`src/rtl/oiwf_pkg.sv`:
```
package oiwf_pkg;

    localparam logic [7:0] RESET_ADDRESS_BYTE = 8'h78;
    localparam logic [7:0] CTRL_COMMAND       = 8'h00;
    localparam logic [7:0] CTRL_DATA          = 8'h40;

    localparam logic [1:0] SYM_START = 2'd0;
    localparam logic [1:0] SYM_BIT   = 2'd1;
    localparam logic [1:0] SYM_ACK   = 2'd2;
    localparam logic [1:0] SYM_STOP  = 2'd3;

    localparam int BYTE_BITS   = 8;
    localparam int FRAME_BYTES = 3;
    localparam int FRAME_BITS  = BYTE_BITS * FRAME_BYTES;
    localparam int QUEUE_DEPTH = 2;
    localparam int QUEUE_AW    = (QUEUE_DEPTH > 1) ? $clog2(QUEUE_DEPTH) : 1;
    localparam int QUEUE_CW    = $clog2(QUEUE_DEPTH + 1);

    typedef struct packed {
        logic       mode;
        logic [7:0] payload;
    } in_t;

    typedef struct packed {
        logic [1:0] symbol;
        logic       sda_level;
        logic       last;
    } out_t;

    typedef logic [FRAME_BITS-1:0] frame_t;

    typedef struct packed {
        logic   valid;
        frame_t frame;
    } head_t;

    typedef enum logic [1:0] {
        BK_IDLE,
        BK_BYTES,
        BK_STOP
    } back_state_t;

endpackage

```
`src/rtl/oiwf_front.sv`:
```
module oiwf_front (
    input  logic               clk,
    input  logic               rst_n,
    input  logic               cfg_we,
    input  logic [7:0]         cfg_data,
    input  logic               push,
    input  oiwf_pkg::in_t      item,
    input  logic               queue_full,
    output logic               queue_wr,
    output oiwf_pkg::frame_t   queue_data
);

    logic [7:0] address_reg;
    logic [7:0] control;

    always_ff @(posedge clk or negedge rst_n)
    begin
        if (!rst_n)
        begin
            address_reg <= oiwf_pkg::RESET_ADDRESS_BYTE;
        end
        else if (cfg_we)
        begin
            address_reg <= cfg_data;
        end
    end

    always_comb
    begin
        control    = item.mode ? oiwf_pkg::CTRL_DATA : oiwf_pkg::CTRL_COMMAND;
        queue_wr   = push && !queue_full;
        queue_data = {address_reg, control, item.payload};
    end

endmodule

```
`src/rtl/oiwf_queue.sv`:
```
module oiwf_queue (
    input  logic               clk,
    input  logic               rst_n,
    input  logic               wr,
    input  oiwf_pkg::frame_t   wr_data,
    output logic               full,
    input  logic               rd,
    output oiwf_pkg::head_t    head
);

    oiwf_pkg::frame_t                mem [oiwf_pkg::QUEUE_DEPTH];
    logic [oiwf_pkg::QUEUE_AW-1:0]   wr_ptr_reg;
    logic [oiwf_pkg::QUEUE_AW-1:0]   rd_ptr_reg;
    logic [oiwf_pkg::QUEUE_CW-1:0]   count_reg;
    logic                            do_rd;

    localparam logic [oiwf_pkg::QUEUE_AW-1:0] LAST_PTR =
        oiwf_pkg::QUEUE_AW'(oiwf_pkg::QUEUE_DEPTH - 1);
    localparam logic [oiwf_pkg::QUEUE_CW-1:0] DEPTH_CNT =
        oiwf_pkg::QUEUE_CW'(oiwf_pkg::QUEUE_DEPTH);

    assign full       = (count_reg == DEPTH_CNT);
    assign head.valid = (count_reg != '0);
    assign head.frame = mem[rd_ptr_reg];
    assign do_rd      = rd && head.valid;

    always_ff @(posedge clk)
    begin
        if (wr)
        begin
            mem[wr_ptr_reg] <= wr_data;
        end
    end

    always_ff @(posedge clk or negedge rst_n)
    begin
        if (!rst_n)
        begin
            wr_ptr_reg <= '0;
            rd_ptr_reg <= '0;
            count_reg  <= '0;
        end
        else
        begin
            if (wr)
            begin
                wr_ptr_reg <= (wr_ptr_reg == LAST_PTR) ? '0 : wr_ptr_reg + 1'b1;
            end
            if (do_rd)
            begin
                rd_ptr_reg <= (rd_ptr_reg == LAST_PTR) ? '0 : rd_ptr_reg + 1'b1;
            end
            if (wr && !do_rd)
            begin
                count_reg <= count_reg + 1'b1;
            end
            else if (!wr && do_rd)
            begin
                count_reg <= count_reg - 1'b1;
            end
        end
    end

endmodule

```
`src/rtl/oiwf_back.sv`:
```
module oiwf_back (
    input  logic               clk,
    input  logic               rst_n,
    input  oiwf_pkg::head_t    head,
    output logic               head_rd,
    input  logic               pop,
    output logic               empty,
    output oiwf_pkg::out_t     result
);

    oiwf_pkg::back_state_t state_reg, state_next;
    oiwf_pkg::frame_t      shift_reg, shift_next;
    logic [3:0]            bit_reg, bit_next;
    logic [1:0]            byte_reg, byte_next;
    logic                  lastbit_reg, lastbit_next;
    logic                  out_valid_reg, out_valid_next;
    oiwf_pkg::out_t        out_reg, out_next;
    logic                  can_emit;

    localparam logic [3:0] ACK_SLOT  = 4'(oiwf_pkg::BYTE_BITS);
    localparam logic [1:0] LAST_BYTE = 2'(oiwf_pkg::FRAME_BYTES - 1);

    assign empty  = !out_valid_reg;
    assign result = out_reg;

    always_ff @(posedge clk or negedge rst_n)
    begin
        if (!rst_n)
        begin
            state_reg     <= oiwf_pkg::BK_IDLE;
            out_valid_reg <= 1'b0;
        end
        else
        begin
            state_reg     <= state_next;
            out_valid_reg <= out_valid_next;
        end
    end

    always_ff @(posedge clk)
    begin
        shift_reg   <= shift_next;
        bit_reg     <= bit_next;
        byte_reg    <= byte_next;
        lastbit_reg <= lastbit_next;
        out_reg     <= out_next;
    end

    always_comb
    begin
        can_emit       = !out_valid_reg || pop;
        state_next     = state_reg;
        shift_next     = shift_reg;
        bit_next       = bit_reg;
        byte_next      = byte_reg;
        lastbit_next   = lastbit_reg;
        out_next       = out_reg;
        out_valid_next = out_valid_reg && !pop;
        head_rd        = 1'b0;
        case (state_reg)
            oiwf_pkg::BK_IDLE:
            begin
                if (can_emit && head.valid)
                begin
                    head_rd        = 1'b1;
                    shift_next     = head.frame;
                    bit_next       = '0;
                    byte_next      = '0;
                    out_next       = '{oiwf_pkg::SYM_START, 1'b0, 1'b0};
                    out_valid_next = 1'b1;
                    state_next     = oiwf_pkg::BK_BYTES;
                end
            end
            oiwf_pkg::BK_BYTES:
            begin
                if (can_emit)
                begin
                    out_valid_next = 1'b1;
                    if (bit_reg == ACK_SLOT)
                    begin
                        out_next = '{oiwf_pkg::SYM_ACK, lastbit_reg, 1'b0};
                        bit_next = '0;
                        if (byte_reg == LAST_BYTE)
                        begin
                            state_next = oiwf_pkg::BK_STOP;
                        end
                        else
                        begin
                            byte_next = byte_reg + 1'b1;
                        end
                    end
                    else
                    begin
                        out_next     = '{oiwf_pkg::SYM_BIT,
                                         shift_reg[oiwf_pkg::FRAME_BITS-1], 1'b0};
                        lastbit_next = shift_reg[oiwf_pkg::FRAME_BITS-1];
                        shift_next   = {shift_reg[oiwf_pkg::FRAME_BITS-2:0], 1'b0};
                        bit_next     = bit_reg + 1'b1;
                    end
                end
            end
            oiwf_pkg::BK_STOP:
            begin
                if (can_emit)
                begin
                    out_next       = '{oiwf_pkg::SYM_STOP, 1'b0, 1'b1};
                    out_valid_next = 1'b1;
                    state_next     = oiwf_pkg::BK_IDLE;
                end
            end
            default:
            begin
                state_next = oiwf_pkg::BK_IDLE;
            end
        endcase
    end

endmodule

```
`src/rtl/oled_i2c_write_framer_core.sv`:
```
// channel   signals                 handshake
// request   item (mode, payload)    push / full
// result    result (symbol, sda,    empty / pop
//           last)
// config    cfg_data                cfg_we, no wait
//
// Each request expands to 29 bus symbols, one per cycle from the back-end
// sequencer while result pops keep up, so a request is taken per 29 symbols.
// Start of a queued transaction follows the stop of the previous one directly.
// A two-entry queue of built frames and the output register absorb stalls.
// Reset clears the queue, the sequencer and the address byte to 0x78.
module oled_i2c_write_framer_core (
    input  logic              clk,
    input  logic              rst_n,
    input  logic              cfg_we,
    input  logic [7:0]        cfg_data,
    input  logic              push,
    output logic              full,
    input  oiwf_pkg::in_t     item,
    input  logic              pop,
    output logic              empty,
    output oiwf_pkg::out_t    result
);

    logic              queue_wr;
    oiwf_pkg::frame_t  queue_data;
    logic              head_rd;
    oiwf_pkg::head_t   head;

    oiwf_front u_front (
        .clk        (clk),
        .rst_n      (rst_n),
        .cfg_we     (cfg_we),
        .cfg_data   (cfg_data),
        .push       (push),
        .item       (item),
        .queue_full (full),
        .queue_wr   (queue_wr),
        .queue_data (queue_data)
    );

    oiwf_queue u_queue (
        .clk     (clk),
        .rst_n   (rst_n),
        .wr      (queue_wr),
        .wr_data (queue_data),
        .full    (full),
        .rd      (head_rd),
        .head    (head)
    );

    oiwf_back u_back (
        .clk     (clk),
        .rst_n   (rst_n),
        .head    (head),
        .head_rd (head_rd),
        .pop     (pop),
        .empty   (empty),
        .result  (result)
    );

endmodule
```
`config.mk`:
```
export PLATFORM = sky130hd
export DESIGN_NAME = oled_i2c_write_framer_core
export DESIGN_NICKNAME = d
export VERILOG_FILES = /design/src/rtl/oiwf_pkg.sv /design/src/rtl/oiwf_front.sv /design/src/rtl/oiwf_queue.sv /design/src/rtl/oiwf_back.sv /design/src/rtl/oled_i2c_write_framer_core.sv
export SDC_FILE = /design/constraint.sdc
export NUM_CORES = 1
export LEC_CHECK = 0
export BUFFER_PORTS_ARGS = -buffer_cell sky130_fd_sc_hd__buf_2
export CAP_MARGIN = 15
export CORE_MARGIN = 2
export CORE_UTILIZATION = 45
export CTS_BUF_LIST = sky130_fd_sc_hd__clkbuf_2 sky130_fd_sc_hd__clkbuf_4 sky130_fd_sc_hd__clkbuf_8
export DETAILED_ROUTE_END_ITERATION = 10
export SYNTH_ARGS = -nofsm -noshare
export SYNTH_HDL_FRONTEND = slang
export SYNTH_SLANG_ARGS = --single-unit
export TNS_END_PERCENT = 1
```
`constraint.sdc`:
```
create_clock -name clk -period 7.1 [get_ports clk]
set_input_delay 0.71 -clock clk [delete_from_list [all_inputs] [get_ports clk]]
set_output_delay 0.71 -clock clk [all_outputs]
set_load 0.02 [all_outputs]
```
# Yosys cells after proc, flatten, opt, wreduce, memory -nomap -nowiden
# Memory sizes are Yosys's and may differ from the RTL's.
# Index checks and enable logic that the tools add are counted.
# word_totals
reg_bits	50
input_bits	22
romBits	0
out_inout_bits	6
mem_bits_rw	46
mem_count	1
elab_cells	92
latch_bits	0
# memory_table
name	words	word_bits	read_ports	rd_ports_with_merged_regs	wr	line	rtl
u_queue.mem	2	23	1	0	1	oiwf_queue.sv:11	oiwf_pkg::frame_t mem [oiwf_pkg::QUEUE_DEPTH];
# classes
n_mul	0
shifts	0
div	0
muxes	35
n_eq_ne	12
bitwise_logic	1
n_reduce_logical	24
n_addsub	6
n_lt_le_gt_ge	0
# ops
op	n
$mux W24	3
$pmux W24 S2	1
$mux W4	6
$mux W2	11
$pmux W4 S3	1
$ne A2 B1 Y1 const B	5
$reduce_and A5 Y1	2
$mux W1	8
$pmux W4 S2	1
$reduce_and A4 Y1	2
$mux W7	1
$eq A2 B2 Y1 const B	3
$logic_and A1 B1 Y1	6
$pmux W2 S3	1
$reduce_and A3 Y1	2
$reduce_bool A2 Y1	3
$logic_not A1 Y1	5
$add A2 B1 Y2 const B	2
$add A4 B1 Y4 const B	1
$eq A4 B4 Y1 const B	1
$ne A2 B2 Y1 const B	2
$pmux W2 S2	1
$reduce_bool A3 Y1	1
$add A1 B1 Y1 const B	2
7 further kinds	7

# Longest topological paths before layout
# Gate-level depths: netlist of run 1.
# depth
word_depth	9
mapped_depth	7
depth_no_buf	7

# Cells and area by module
# A second synthesis of run 1 with hierarchy kept.
# hier_totals
hier_cells	246
hier_area_um2	4286.6
# modules_own_cells
mod	n_inst	cells_each	seq_area_each_um2	area_each_um2
oiwf_queue	1	91	1541.5	2026.9
oiwf_back	1	120	1126.1	1793.0
oiwf_front	1	35	205.2	466.7

# Least setup slack after synthesis of run 1
# Ideal clock, no wire load.
# synth_path
path_type	input-to-reg
startpoint	in pop
endpoint	reg u_back.shift_reg[0], enable pin
path_buffers	0
setup_ps	413
required_time_ps	6687
t_arrival_ps	2274
path_slack_ps	4413
path_stages	3
path_cell_list	nand2b_1 -> o211ai_1 -> a21oi_1
# synth_between
elab_chain_len	4
word_cells_on_any_way	5
cone_classes	eq/ne (2); reduce/logical (3)
# synth_lines
element	line	rtl
start: declaration	oled_i2c_write_framer_core.sv:20	input logic pop,
$logic_or A1 B1 Y1 *	oiwf_back.sv:51	can_emit = !out_valid_reg || pop;
$logic_and A1 B1 Y1	oiwf_back.sv:63	if (can_emit && head.valid)
$ne A2 B1 Y1 (no source line)	--	
$reduce_and A4 Y1 (no source line) *	--	
end signal: assignment	oiwf_back.sv:42	shift_reg <= shift_next;
end: declaration	oiwf_back.sv:12	oiwf_pkg::frame_t shift_reg, shift_next;
# Every way passes the cells marked *; elsewhere a longest branch is shown, timed or not.
# A chain may end at the register's enable or synchronous reset.

# Final worst setup path of run 1
# layout_path
startpoint	reg u_back.state_reg[1]
endpoint	reg u_back.shift_reg[16], enable pin
# layout_between
elab_chain_len	3
word_cells_on_any_way	7
cone_classes	eq/ne (4); reduce/logical (3)
# layout_lines
element	line	rtl
start: declaration	oiwf_back.sv:11	oiwf_pkg::back_state_t state_reg, state_next;
start signal: assignment	oiwf_back.sv:30	state_reg <= oiwf_pkg::BK_IDLE;
start signal: assignment	oiwf_back.sv:35	state_reg <= state_next;
$eq A2 B1 Y1 / $logic_not A2 Y1 (equally long branches)	oiwf_back.sv:60	case (state_reg)
$ne A2 B2 Y1 (no source line) (tied with other cells)	--	
$reduce_and A4 Y1 (no source line) *	--	
# Marks and branches as above.

==> summary.txt, run 1 <==
CTS
  – Clk Latency, worst-skew pair: 0.34 ns
  – Post-CTS Resized: 0
  – Clock root cell: clkbuf_8
  – H-tree levels: 3
  – Num CTS Buffers: 9
  – Max Root-Sink Buffers: 2
  – TritonCTS clock tree: built
  – Hold_buf cts: 0
  – # clock sinks: 84
  – Worst-path clk slew: 0.09 ns
  – Postcts setup bufs: 0

Placement
  – Port bufs: 27
  – Dpl hpwl: 3.26 mm
  – Gpl congestion: 0.802
  – Placed inst area: 3680 um^2

Logic synthesis
  – Top-area cell type share of the netlist area: 0.601
  – Number of synthesized flops with an enable pin: 69
  – Main synth FF type: edfxtp_1
  – Synth top area cells: edfxtp_1 (60%), dfrtp_1 (8.0%), mux2i_1 (4.9%)
  – Ys async rst share: 0.179
  – Cells after synthesis: 233
  – Ys Warns: 0
  – Post-Synthesis Cell Area: 3450 um^2
  – Syn Nets: 264
  – Sequential fraction of the synthesis area: 0.711
  – Leading area contributor after synthesis: edfxtp_1
  – Synth cell types: 35
  – Synthesized area per cell: 14.8 um^2
  – Yosys reg bits: 84

Drt
  – Vias: 1837
  – DRC: 0
  – Iteration-0 DRC Markers: 133
  – WL/cell: 13.5 um
  – Drt total wl: 5.00 mm
  – First-pass iteration count of the detailed router: 4
  – Via density: 4.96
  – Post-route antenna net violation count: 0

Pwr
  – Max rail drop VDD: 0.161 mV
  – LEAKAGE: 0.00153 uW
  – PD cells: 439 nW/um^2

STA
  – Setup TNS: 0 ns
  – Actual slew at the worst max-slew pin: 0.958 ns
  – Final Setup Violations: 0
  – RSZ-0062 raised after global routing: no
  – Relative slew slack: 0.361
  – F_max: 488 MHz
  – Pins Over Slew Limit: 0
  – Part of the cycle the worst path needs: 0.289
  – Clock Skews: 0.0101 ns
  – Post-layout min period: 2.05 ns
  – Hold violation count in the final report: 0

GRT
  – Total gr overflow: 0
  – Global-route wire length before repair: 8.48 mm
  – GRT Total Usage: 0.133
  – Pin count of the biggest net entering global routing: 50
  – Vias in the first global route: 1742
  – Initial antenna violation count: 0

Critical path
  – Crit path DAT: 2.07 ns
  – Crit path required time: 7.12 ns
  – Worst Setup Start Kind: register
  – Critical-path cell list: inv_1 -> ha_1 -> buf_4 -> o211ai_1 -> a21oi_2 -> buf_4
  – Worst Path Max Fanout: 49
  – Crit Path Class: reg -> reg
  – R2R Path End: u_back.shift_reg[16]$_DFFE_PP_
  – Reg2Reg Depth: 6
  – Reg2reg setup slack: 5.05 ns
  – RR Startpoint: u_back.state_reg[1]$_DFFE_PN0P_
  – CP endpoint kind: register
  – Crit path largest cell delay: 0.42 ns
  – Top cell by count, worst path: buf_4
  – CP max-delay cell: dfrtp_1

Job
  – MaxCap Viol Count: 0

Layout
  – Cell area after layout: 3890 um^2
  – ANT cells: 0
  – Final nets: 297
  – Largest register FFs: 34
  – Area Overhead vs Synth: 12.8%
  – Share of layout cells above drive strength 1: 0.221

Die
  – Die Area: 8380 um^2
  – Die Height: 91.5 um
  – Core area: 7330 um^2
  – FP Rows: 31
  – Initial core utilization: 0.470
  – Chip Width: 91.5 um
  – Boundary Pins: 28

Min path
  – Worst Hold Class: in -> async

Run status
  – Status: finished clean
## layer usage
layer  up-vias  global-route usage  share of wire
met5         -                   0              0
met2        33               0.199           0.48
met1       889               0.174           0.47
met3         7              0.0357          0.033
met4         0              0.0758          0.016
li1        908                   -              -
## worst max path at each step
stage                                         start                                 to  slack [ns]  cells past startpoint
global placement                                pop  u_back.shift_reg[0]$_SDFFCE_PP0P_        5.08                      5
finish              u_back.state_reg[1]$_DFFE_PN0P_     u_back.shift_reg[16]$_DFFE_PP_        5.05                      6
CTS                 u_back.state_reg[1]$_DFFE_PN0P_     u_back.shift_reg[16]$_DFFE_PP_        5.02                      6
floorplan                                       pop  u_back.shift_reg[0]$_SDFFCE_PP0P_        4.41                      3
detailed placement  u_back.state_reg[1]$_DFFE_PN0P_      u_back.shift_reg[6]$_DFFE_PP_        5.04                      6
global route        u_back.state_reg[1]$_DFFE_PN0P_     u_back.shift_reg[16]$_DFFE_PP_        4.87                      6
## metrics by stage
stage               hold WS, ns  worst slack, ns  utilization  power [uW]  cells
finish                    0.260             5.05        0.530        1710    370
global route              0.259             4.87        0.530        1830    370
CTS                       0.253             5.02        0.530        1740    370
detailed placement        0.444             5.04        0.503        1380    354
global placement          0.442             5.08        0.503        1370    354
floorplan                 0.414             4.41            -        1250    233
## cells in the final DEF, fill, tap and decap left out, drive strengths merged, types with 2 or more instances in the layout
cell and n:
ha 9, xnor2 4, nand3b 3, nor2 13, a21oi 2, o211ai 2, o21a 2, a31oi 2
edfxtp 69, nand2b 2, nor3 2, o21ai 19, dfstp 4, nand2 22, mux2 8, clkbuf 9
mux2i 17, and3 2, dfrtp 11, xor2 3, buf 30, and2 8, inv 16
## report_power, final
group | internal (uW) | total (uW) | switching (uW)
Sequential | 786 | 877 | 90.8
Combinational | 193 | 483 | 290
Clock | 168 | 349 | 181
## critical path, delay by kind of cell (launching register included)
family,cells,cell delay (ns)
adder cells (fa/ha/maj),1,0.15
AO/OA/AOI/OAI,2,0.36
buffers and inverters,3,0.79
flip-flops,1,0.42
## cell families after synthesis
logic type | count (synthesis) | share of synthesized area
compound gates | 31 | 0.0552
fa+ha+maj | 9 | 0.0327
buf+inv | 20 | 0.0269
mux | 25 | 0.0755
xor+xnor | 7 | 0.0178
flops | 84 | 0.711
simple gates | 57 | 0.0806
## cell usage after synthesis, types with 4 or more instances
cell type   n
mux2i_1    17
dfrtp_1    11
and2_1      8
buf_2       5
nor2_1     13
o21ai_1     6
edfxtp_1   69
xnor2_1     4
ha_1        9
mux2_2      8
inv_1      12
nand2_1    22
dfstp_2     4
o21ai_0    13
## layout make-up
cell class	count	area, um^2
Sequential cell	84	2450
Clock inverter	7	80.1
Multi-Input combinational cell	129	906
Inverter	12	45.0
Fill cell	625	3440
Timing Repair Buffer	30	158
Tap cell	99	124
Clock buffer	9	124
(Power assumes the default switching activity.)
==> run 2, diff against run 1 <==
--- a/config.mk
+++ b/config.mk
@@ -5,6 +5,7 @@
 export SDC_FILE = /design/constraint.sdc
 export NUM_CORES = 1
 export LEC_CHECK = 0
+export ABC_AREA = 1
 export BUFFER_PORTS_ARGS = -buffer_cell sky130_fd_sc_hd__buf_2
 export CAP_MARGIN = 15
 export CORE_MARGIN = 2
==> constraint.sdc (replaced) <==
create_clock -name clk -period 2 [get_ports clk]
set_input_delay 0.2 -clock clk [delete_from_list [all_inputs] [get_ports clk]]
set_output_delay 0.2 -clock clk [all_outputs]
set_load 0.02 [all_outputs]
==> summary.txt, run 2 <==
CTS
  – Num CTS Buffers: 9 (unchanged)
  – H-tree levels: 3 (unchanged)
  – # clock sinks: 84 (unchanged)
  – Max Root-Sink Buffers: 2 (unchanged)
  – Clock root cell: clkbuf_8 (unchanged)
  – Clk Latency, worst-skew pair: 0.34 ns (about the same)
  – Worst-path clk slew: 0.08 ns (was 0.09 ns)
  – TritonCTS clock tree: built (unchanged)
  – Post-CTS Resized: 0 (unchanged)

GRT
  – Global-route wire length before repair: 9.58 mm (was 8.48 mm)
  – Total gr overflow: 0 (unchanged)
  – GRT Total Usage: 0.148 (was 0.133)
  – Pin count of the biggest net entering global routing: 21 (was 50)
  – Met3 GRT Util: 0.0304 (was 0.0357)
  – Global route hottest layer: met2 (unchanged)
  – Met2 Use GR: 0.251 (was 0.199)
  – Initial antenna violation count: 0 (unchanged)
  – Vias in the first global route: 1998 (was 1742)
  – GR Layer Usage met1: 0.183 (was 0.174)

Die
  – Die Area: 8430 um^2 (was 8380 um^2)
  – FP Rows: 32 (was 31)
  – Chip Width: 91.8 um (was 91.5 um)
  – Initial core utilization: 0.456 (was 0.470)
  – Die Height: 91.8 um (was 91.5 um)
  – Core area: 7610 um^2 (was 7330 um^2)
  – Boundary Pins: 28 (unchanged)

Drt
  – Via density: 4.78 (was 4.96)
  – First-pass iteration count of the detailed router: 4 (unchanged)
  – Vias: 1976 (was 1837)
  – DRC: 0 (unchanged)
  – Post-route antenna net violation count: 0 (unchanged)
  – Iteration-0 DRC Markers: 91 (was 133)
  – WL/cell: 13.8 um (was 13.5 um)
  – Drt total wl: 5.68 mm (was 5.00 mm)

STA
  – Setup TNS: 0 ns (unchanged)
  – Actual slew at the worst max-slew pin: 0.378 ns (was 0.958 ns)
  – Pins Over Slew Limit: 0 (unchanged)
  – Post-layout min period: 1.80 ns (was 2.05 ns)
  – Clock Skews: 0.00766 ns (was 0.0101 ns)
  – Part of the cycle the worst path needs: 0.899 (was 0.289)
  – RSZ-0062 raised after global routing: no (unchanged)
  – F_max: 556 MHz (was 488 MHz)
  – Worst hold slack: 0.0437 ns (was 0.260 ns)
  – Hold violation count in the final report: 0 (unchanged)
  – Final Setup Violations: 0 (unchanged)
  – Relative slew slack: 0.748 (was 0.361)

Logic synthesis
  – Main synth FF type: edfxtp_1 (unchanged)
  – Synth cell types: 27 (was 35)
  – Ys Warns: 0 (unchanged)
  – Syn Nets: 299 (was 264)
  – Yosys reg bits: 84 (unchanged)
  – Post-synth top cells: edfxtp_1 (69), a21oi_1 (38), nand2_1 (34) (was edfxtp_1 (69), nand2_1 (22), mux2i_1 (17))
  – Post-Synthesis Cell Area: 3470 um^2 (was 3450 um^2)
  – Cells after synthesis: 268 (was 233)
  – Leading area contributor after synthesis: edfxtp_1 (unchanged)
  – Ys async rst share: 0.179 (unchanged)
  – Synth top area cells: edfxtp_1 (60%), dfrtp_1 (7.9%), a21oi_1 (5.5%) (was edfxtp_1 (60%), dfrtp_1 (8.0%), mux2i_1 (4.9%))
  – Count leader, synth: edfxtp_1 (unchanged)
  – Number of synthesized flops with an enable pin: 69 (unchanged)
  – Sequential fraction of the synthesis area: 0.706 (was 0.711)
  – Synthesized area per cell: 13.0 um^2 (was 14.8 um^2)
  – Top-area cell type share of the netlist area: 0.597 (was 0.601)

Critical path
  – Worst Path Max Fanout: 4 (was 49)
  – Reg2Reg Depth: 7 (was 6)
  – Crit path DAT: 2.02 ns (was 2.07 ns)
  – R2R Path End: u_queue.count_reg[1]$_DFFE_PN0P_ (was u_back.shift_reg[16]$_DFFE_PP_)
  – Reg2reg setup slack: 0.20 ns (was 5.05 ns)
  – Crit Path Class: reg -> reg (unchanged)
  – Worst Setup Start Kind: register (unchanged)
  – CP endpoint kind: register (unchanged)
  – RR Startpoint: u_back.state_reg[1]$_DFFE_PN0P_ (unchanged)
  – Crit path required time: 2.22 ns (was 7.12 ns)

Pwr
  – Sw frac: 0.361 (was 0.329)
  – Combinational power share: 0.340 (was 0.282)
  – Switch Pwr: 2280 uW (was 561 uW)
  – PD cells: 1610 nW/um^2 (was 439 nW/um^2)
  – Seq pwr share: 0.492 (was 0.513)
  – Max rail drop VDD: 0.566 mV (was 0.161 mV)
  – Int Power: 4030 uW (was 1150 uW)
  – Clock power frac: 0.168 (was 0.204)
  – LEAKAGE: 0.00159 uW (was 0.00153 uW)

Min path
  – Worst Hold Class: in -> reg (was in -> async)
  – Hold Path End: u_queue.mem[1][2]$_DFFE_PP_
  – WHS Path Cells: 1
  – Hold Startpoint: item[2]

Layout
  – Share of layout cells above drive strength 1: 0.257 (was 0.221)
  – ANT cells: 0 (unchanged)
  – Util after Layout: 0.516 (was 0.530)
  – Fill cells: 688 (was 625)
  – Most frequent cells in the layout: edfxtp_1 (69), a21oi_1 (38), nand2_1 (34), nor2_1 (31), buf_2 (27) (was edfxtp_1 (69), buf_2 (27), nand2_1 (22), mux2i_1 (17))
  – Sequential cell area: 2450 um^2 (unchanged)
  – Final nets: 337 (was 297)
  – Multi-input gate area: 860 um^2 (was 906 um^2)
  – Area Overhead vs Synth: 13.1% (was 12.8%)
  – Largest register FFs: 34 (unchanged)
  – Cell area after layout: 3930 um^2 (was 3890 um^2)
  – Commonest non-fill, non-tap cell in the layout: edfxtp_1 (unchanged)

Placement
  – Port bufs: 27 (unchanged)
  – Dpl hpwl: 3.87 mm (was 3.26 mm)
  – Gpl congestion: 0.848 (was 0.802)
  – Placed inst area: 3740 um^2 (was 3680 um^2)

Run status
  – Status: finished clean (unchanged)

Job
  – MaxCap Viol Count: 0 (unchanged)
run 2: changes by cell type in the layout (fill, tap and decap cells not counted), moves of 8 or more:
| cell | delta |
|---|---|
| nor2_1 | +18 |
| mux2i_1 | -17 |
| inv_1 | +11 |
| nand2_1 | +12 |
| o21ai_0 | -8 |
| and2_1 | -8 |
| a21oi_1 | +37 |
run 2: repair_timing:
item / in CTS / in global routing
hold buffers: 1 / 0
hold endpoints to repair: 11 / 0
buffers inserted: 0 / 0
run 2: layout make-up:
class                           count  area share
Clock buffer                       11      0.0354
Clock inverter                      5     0.00956
Inverter                           27      0.0271
Multi-Input combinational cell    148       0.219
Sequential cell                    84       0.624
Tap cell                          102      0.0325
Timing Repair Buffer               36      0.0522
run 2: per-layer routing:
metal / vias to the layer above / part of all wire
met3: 10 / 0.028
met1: 948 / 0.45
met4: 0 / 0.020
met5: - / 0
li1: 986 / -
met2: 32 / 0.50
run 2: power by group through the flow:
| stage | combinational, uW | clock (uW) | sequential (uW) |
|---|---|---|---|
| 2_1_floorplan | 1590 | 0 | 3110 |
| 3_3_place_gp | 2120 | 0 | 3130 |
| 3_5_place_dp | 2150 | 0 | 3150 |
| 4_1_cts | 2180 | 1100 | 3110 |
| 5_1_grt | 2430 | 1170 | 3170 |
| 6_report | 2140 | 1060 | 3110 |
run 2: cell families (layout without fill, tap and decap cells):
logic type,after synthesis,after routing,share of synthesized area
buffers and inverters,36,79,0.0483
and+or+nand+nor,82,82,0.108
AOI/OAI and AO/OA,45,45,0.0688
xor gates and xnor gates,4,4,0.0101
muxes,8,8,0.0259
adders and majority gates,9,9,0.0324
DFF,84,84,0.706
run 2: worst max-delay path by stage:
stage          depth (start not counted)  slack (ns)                           endpoint                             from
5_1_grt                                7        0.02   u_queue.count_reg[1]$_DFFE_PN0P_  u_back.state_reg[0]$_DFFE_PN0P_
3_5_place_dp                           7        0.21   u_queue.count_reg[1]$_DFFE_PN0P_  u_back.state_reg[0]$_DFFE_PN0P_
2_1_floorplan                          6        0.20  u_back.shift_reg[0]$_SDFFCE_PP0P_  u_back.state_reg[1]$_DFFE_PN0P_
4_1_cts                                7        0.19   u_queue.count_reg[1]$_DFFE_PN0P_  u_back.state_reg[0]$_DFFE_PN0P_
6_report                               7        0.20   u_queue.count_reg[1]$_DFFE_PN0P_  u_back.state_reg[1]$_DFFE_PN0P_
3_3_place_gp                           7        0.27   u_queue.count_reg[1]$_DFFE_PN0P_  u_back.state_reg[0]$_DFFE_PN0P_
run 2: worst max-delay path: stages, from the launching register on:
cell	delay, ns
dfrtp_1	0.42
inv_1	0.13
ha_1	0.27
nand3_1	0.16
ha_1	0.33
a21oi_1	0.11
o21ai_0	0.11
xor2_1	0.15
run 2: metrics by stage:
stage	power (uW)	std cells	worst slack, ns
floorplan	4690	268	0.199
global placement	5240	396	0.275
detailed placement	5310	396	0.206
CTS	6390	413	0.188
global route	6770	413	0.0238
finish	6310	413	0.201
